**src/hdl/rmsr_ram.sv**
```systemverilog
`timescale 1ns / 1ps
// ----------------------------------------------------------------------------
// rmsr_ram
// Generic single-write, single-read RAM with a registered read port.
// ----------------------------------------------------------------------------
module rmsr_ram #(
   parameter int WIDTH = 8,
   parameter int DEPTH = 16
) (
   input  logic                     clock,
   input  logic                     wr_en,
   input  logic [$clog2(DEPTH)-1:0] wr_addr,
   input  logic [WIDTH-1:0]         wr_data,
   input  logic [$clog2(DEPTH)-1:0] rd_addr,
   output logic [WIDTH-1:0]         rd_data
);

   logic [WIDTH-1:0] mem [DEPTH];

   // write port
   always_ff @(posedge clock) begin
      if (wr_en) begin
         mem[wr_addr] <= wr_data;
      end
   end

   // registered read port
   always_ff @(posedge clock) begin
      rd_data <= mem[rd_addr];
   end

endmodule

```
**config.mk**
```make
export PLATFORM = sky130hd
export DESIGN_NAME = rmsr_ram
export DESIGN_NICKNAME = d
export VERILOG_FILES = /design/src/hdl/rmsr_ram.sv
export SDC_FILE = /design/constraint.sdc
export NUM_CORES = 1
export LEC_CHECK = 0
export BUFFER_PORTS_ARGS = -buffer_cell sky130_fd_sc_hd__buf_2
export CAP_MARGIN = 20
export CORE_MARGIN = 2
export CORE_UTILIZATION = 50
export DETAILED_ROUTE_END_ITERATION = 12
export PLACE_DENSITY = 0.67
export SETUP_SLACK_MARGIN = 0.02
export SLEW_MARGIN = 20
export SYNTH_ARGS = -nofsm -noshare
export SYNTH_HDL_FRONTEND = slang
export SYNTH_SLANG_ARGS = --single-unit
```
**constraint.sdc**
```tcl
create_clock -name clock -period 5.1 [get_ports clock]
set_clock_uncertainty 0.05 [all_clocks]
set_input_delay 1.02 -clock clock [delete_from_list [all_inputs] [get_ports clock]]
set_output_delay 1.02 -clock clock [all_outputs]
set_load 0.005 [all_outputs]
```
==> results.sh <==
export IMPL_status="complete, no violations"
export IMPL_cp_start_kind="primary input"
export IMPL_syn_avg_cell_area_um2=22.48
export IMPL_cts_hold_buf=0
export IMPL_numCtsBuffers=17
export IMPL_drt_iter0_markers=122
export IMPL_cts_tree="built"
export IMPL_power_density_nw_per_um2=437.0
export IMPL_syn_inst=229
export IMPL_num_vias=2334
export IMPL_r2r_end="rd_data[4]"
export IMPL_rrSetupSlack_ns=3.69
export IMPL_path_max_fanout=8
export IMPL_required_ns=5.18
export IMPL_r2r_start="mem[9][4]"
export IMPL_crit_path_end="mem[2][0]"
export IMPL_p_leak_uw=0.002015
export IMPL_ys_seq_elements=136
export IMPL_path_clk_slew_ns=0.06
export IMPL_post_cts_setup_buffers=0
export IMPL_drt_wirelength_per_cell_um=22.05
export IMPL_finalHoldViolations=0
export IMPL_rows=37
export IMPL_netlist_area_um2=5147
export IMPL_synth_cell_types=19
export IMPL_cts_root_buf="clkbuf_8"
export IMPL_antenna_found_initial=0
export IMPL_crit_start="wr_addr[2]"
export IMPL_synth_top_cell_by_area="edfxtp_1"
export IMPL_nets=284
export IMPL_gr_total_overflow=0
export IMPL_die_height_um=105.5
export IMPL_ios=26
export IMPL_drive_above_1_share_pct=28.32
export IMPL_fmax_mhz=431.6
export IMPL_synth_common_cells="128 x edfxtp_1, 18 x mux4_2, 16 x a22oi_1, 14 x mux4_1, 13 x nor2_1"
export IMPL_hold_class="flip-flop to flip-flop"
export IMPL_fin_crit_sh_pct=45.43
export IMPL_fin_util_pct=59.47
export IMPL_tightest_slew_ns=1.020
export IMPL_insertion_delay_ns=0.51
export IMPL_cts_resized=0
export IMPL_dpl_hpwl_um=5577
export IMPL_setup_viol=0
export IMPL_synth_most_common_cell="edfxtp_1"
export IMPL_yosysSeqAreaShare_pct=77.78
export IMPL_fin_crit_ns=2.317
export IMPL_rsz0062_at_grt="no"
export IMPL_setup_tns_ns=0
export IMPL_track_usage_pct=18.28
export IMPL_start_util_pct=50.77
export IMPL_dieArea_um2=11120
export IMPL_io_buffers=25
export IMPL_vias_per_cell=5.624
export IMPL_wirelength_um=9151
export IMPL_drc=0
export IMPL_grt_pass1_vias=2451
export IMPL_globalplace_congestion=0.7240
export IMPL_core_area_um2=10140
export IMPL_seqCellArea_um2=4004
export IMPL_worst_ep_arrival_time_ns=2.40
export IMPL_worstSetupEndpointType="flip-flop"
export IMPL_synth_edf_count=128
export IMPL_synth_warnings=0
export IMPL_async_flop_share_pct=0
export IMPL_slew_headroom_pct=31.74
export IMPL_ir_drop_mv=0.2106
export IMPL_cap_violations=0
export IMPL_crit_type="primary input to flip-flop"
export IMPL_first_pass_iters=4
export IMPL_ant_nets=0
export IMPL_synth_top_area_share_pct=74.67
export IMPL_htree_levels=4
export IMPL_synth_top_flop_cell="edfxtp_1"
export IMPL_synth_top_cells_by_area="edfxtp_1 75%, mux4_2 7.9%, mux4_1 7.1%, dfxtp_1 3.1%, a22oi_1 2.3%"
export IMPL_area_growth_pct=17.14
export IMPL_nFillCells=720
export IMPL_grt_pass1_wl_um=14190
export IMPL_grt_max_degree=33
export IMPL_clk_path_buf_depth=2
export IMPL_clock_sinks=136
export IMPL_antenna_cells=0
export IMPL_slew_violations=0
export IMPL_multi_input_area_um2=1067
export IMPL_die_w_um=105.5
export IMPL_syn_nets=247
export IMPL_reg2regPathDepth=3
worst max-delay path, cell delays in order:
cell and delay [ns]:
buf_2 0.11, or3b_2 0.51, nor2_1 0.75
kinds of logic (layout without fill, tap and decap cells):
family	Yosys count	count (layout)	synth area share, %
flip-flops	136	136	77.78
AND/OR/NAND/NOR	35	35	3.184
multiplexers	32	32	15.02
AO/OA/AOI/OAI	16	16	2.334
buffers and inverters	10	60	1.677
metal layers:
metal  vias to the layer above  GRT usage (%)  share of wire [%]
li1                       1053              -                  -
met1                      1221          25.44                 45
met2                        51          27.42                 50
met3                         9          5.875                3.4
met4                         0          6.667                1.3
met5                         -              0                  0
layout make-up:
class                      instances  share of cell area (%)
clock buffer                      21                   7.616
sequential                       136                   66.40
multi-input combinational         83                   17.70
tap                              136                   2.822
timing repair buffer              28                   2.656
clock inverter                    11                   2.801
cells in the final DEF (no fill, tap or decap), drive strengths merged:
master / Yosys / routed
and2: 1 / 1
and2b: 1 / 1
dfxtp: 8 / 8
nand3b: 2 / 2
a22oi: 16 / 16
nor3: 4 / 4
buf: 7 / 28
clkinvlp: 0 / 3
edfxtp: 128 / 128
bufinv: 0 / 4
mux4: 32 / 32
or3b: 1 / 1
clkinv: 0 / 3
nand2b: 2 / 2
nor2b: 1 / 1
clkbuf: 0 / 21
nor2: 13 / 13
nand3: 1 / 1
inv: 0 / 1
nand2: 9 / 9
worst min path at each step:
stage | startpoint | to | slack (ns) | cells past startpoint
6_report | mem[4][2] | rd_data[2] | 0.62 | 3
5_1_grt | mem[12][6] | rd_data[6] | 0.66 | 3
4_1_cts | mem[4][2] | rd_data[2] | 0.63 | 3
3_5_place_dp | mem[4][2] | rd_data[2] | 0.62 | 3
3_3_place_gp | mem[14][6] | rd_data[6] | 0.61 | 3
2_1_floorplan | mem[7][0] | rd_data[0] | 0.58 | 3
power breakdown:
part,switching (uW),internal [uW],leakage (uW)
Clock,438,833,0.000298
Sequential,6.70,1250,0.00122
Combinational,61.4,46.2,0.000493
Total,506,2130,0.00201
flip-flops by register name (all words and copies together) (netlist names):
register,flops
rd_data,8
mem,128
per-stage QoR:
stage	hold slack (ns)	total power [uW]	area, um^2	std cells	setup WS [ns]
after global routing	0.6583	2722	6030	415	2.730
after global placement	0.6072	1384	5376	382	1.946
after CTS	0.6300	2653	6010	414	2.546
after detailed placement	0.6163	1388	5381	382	2.008
final	0.6163	2635	6030	415	2.783
after floorplan	0.5793	1342	5147	229	2.537
(Power assumes the default switching activity.)
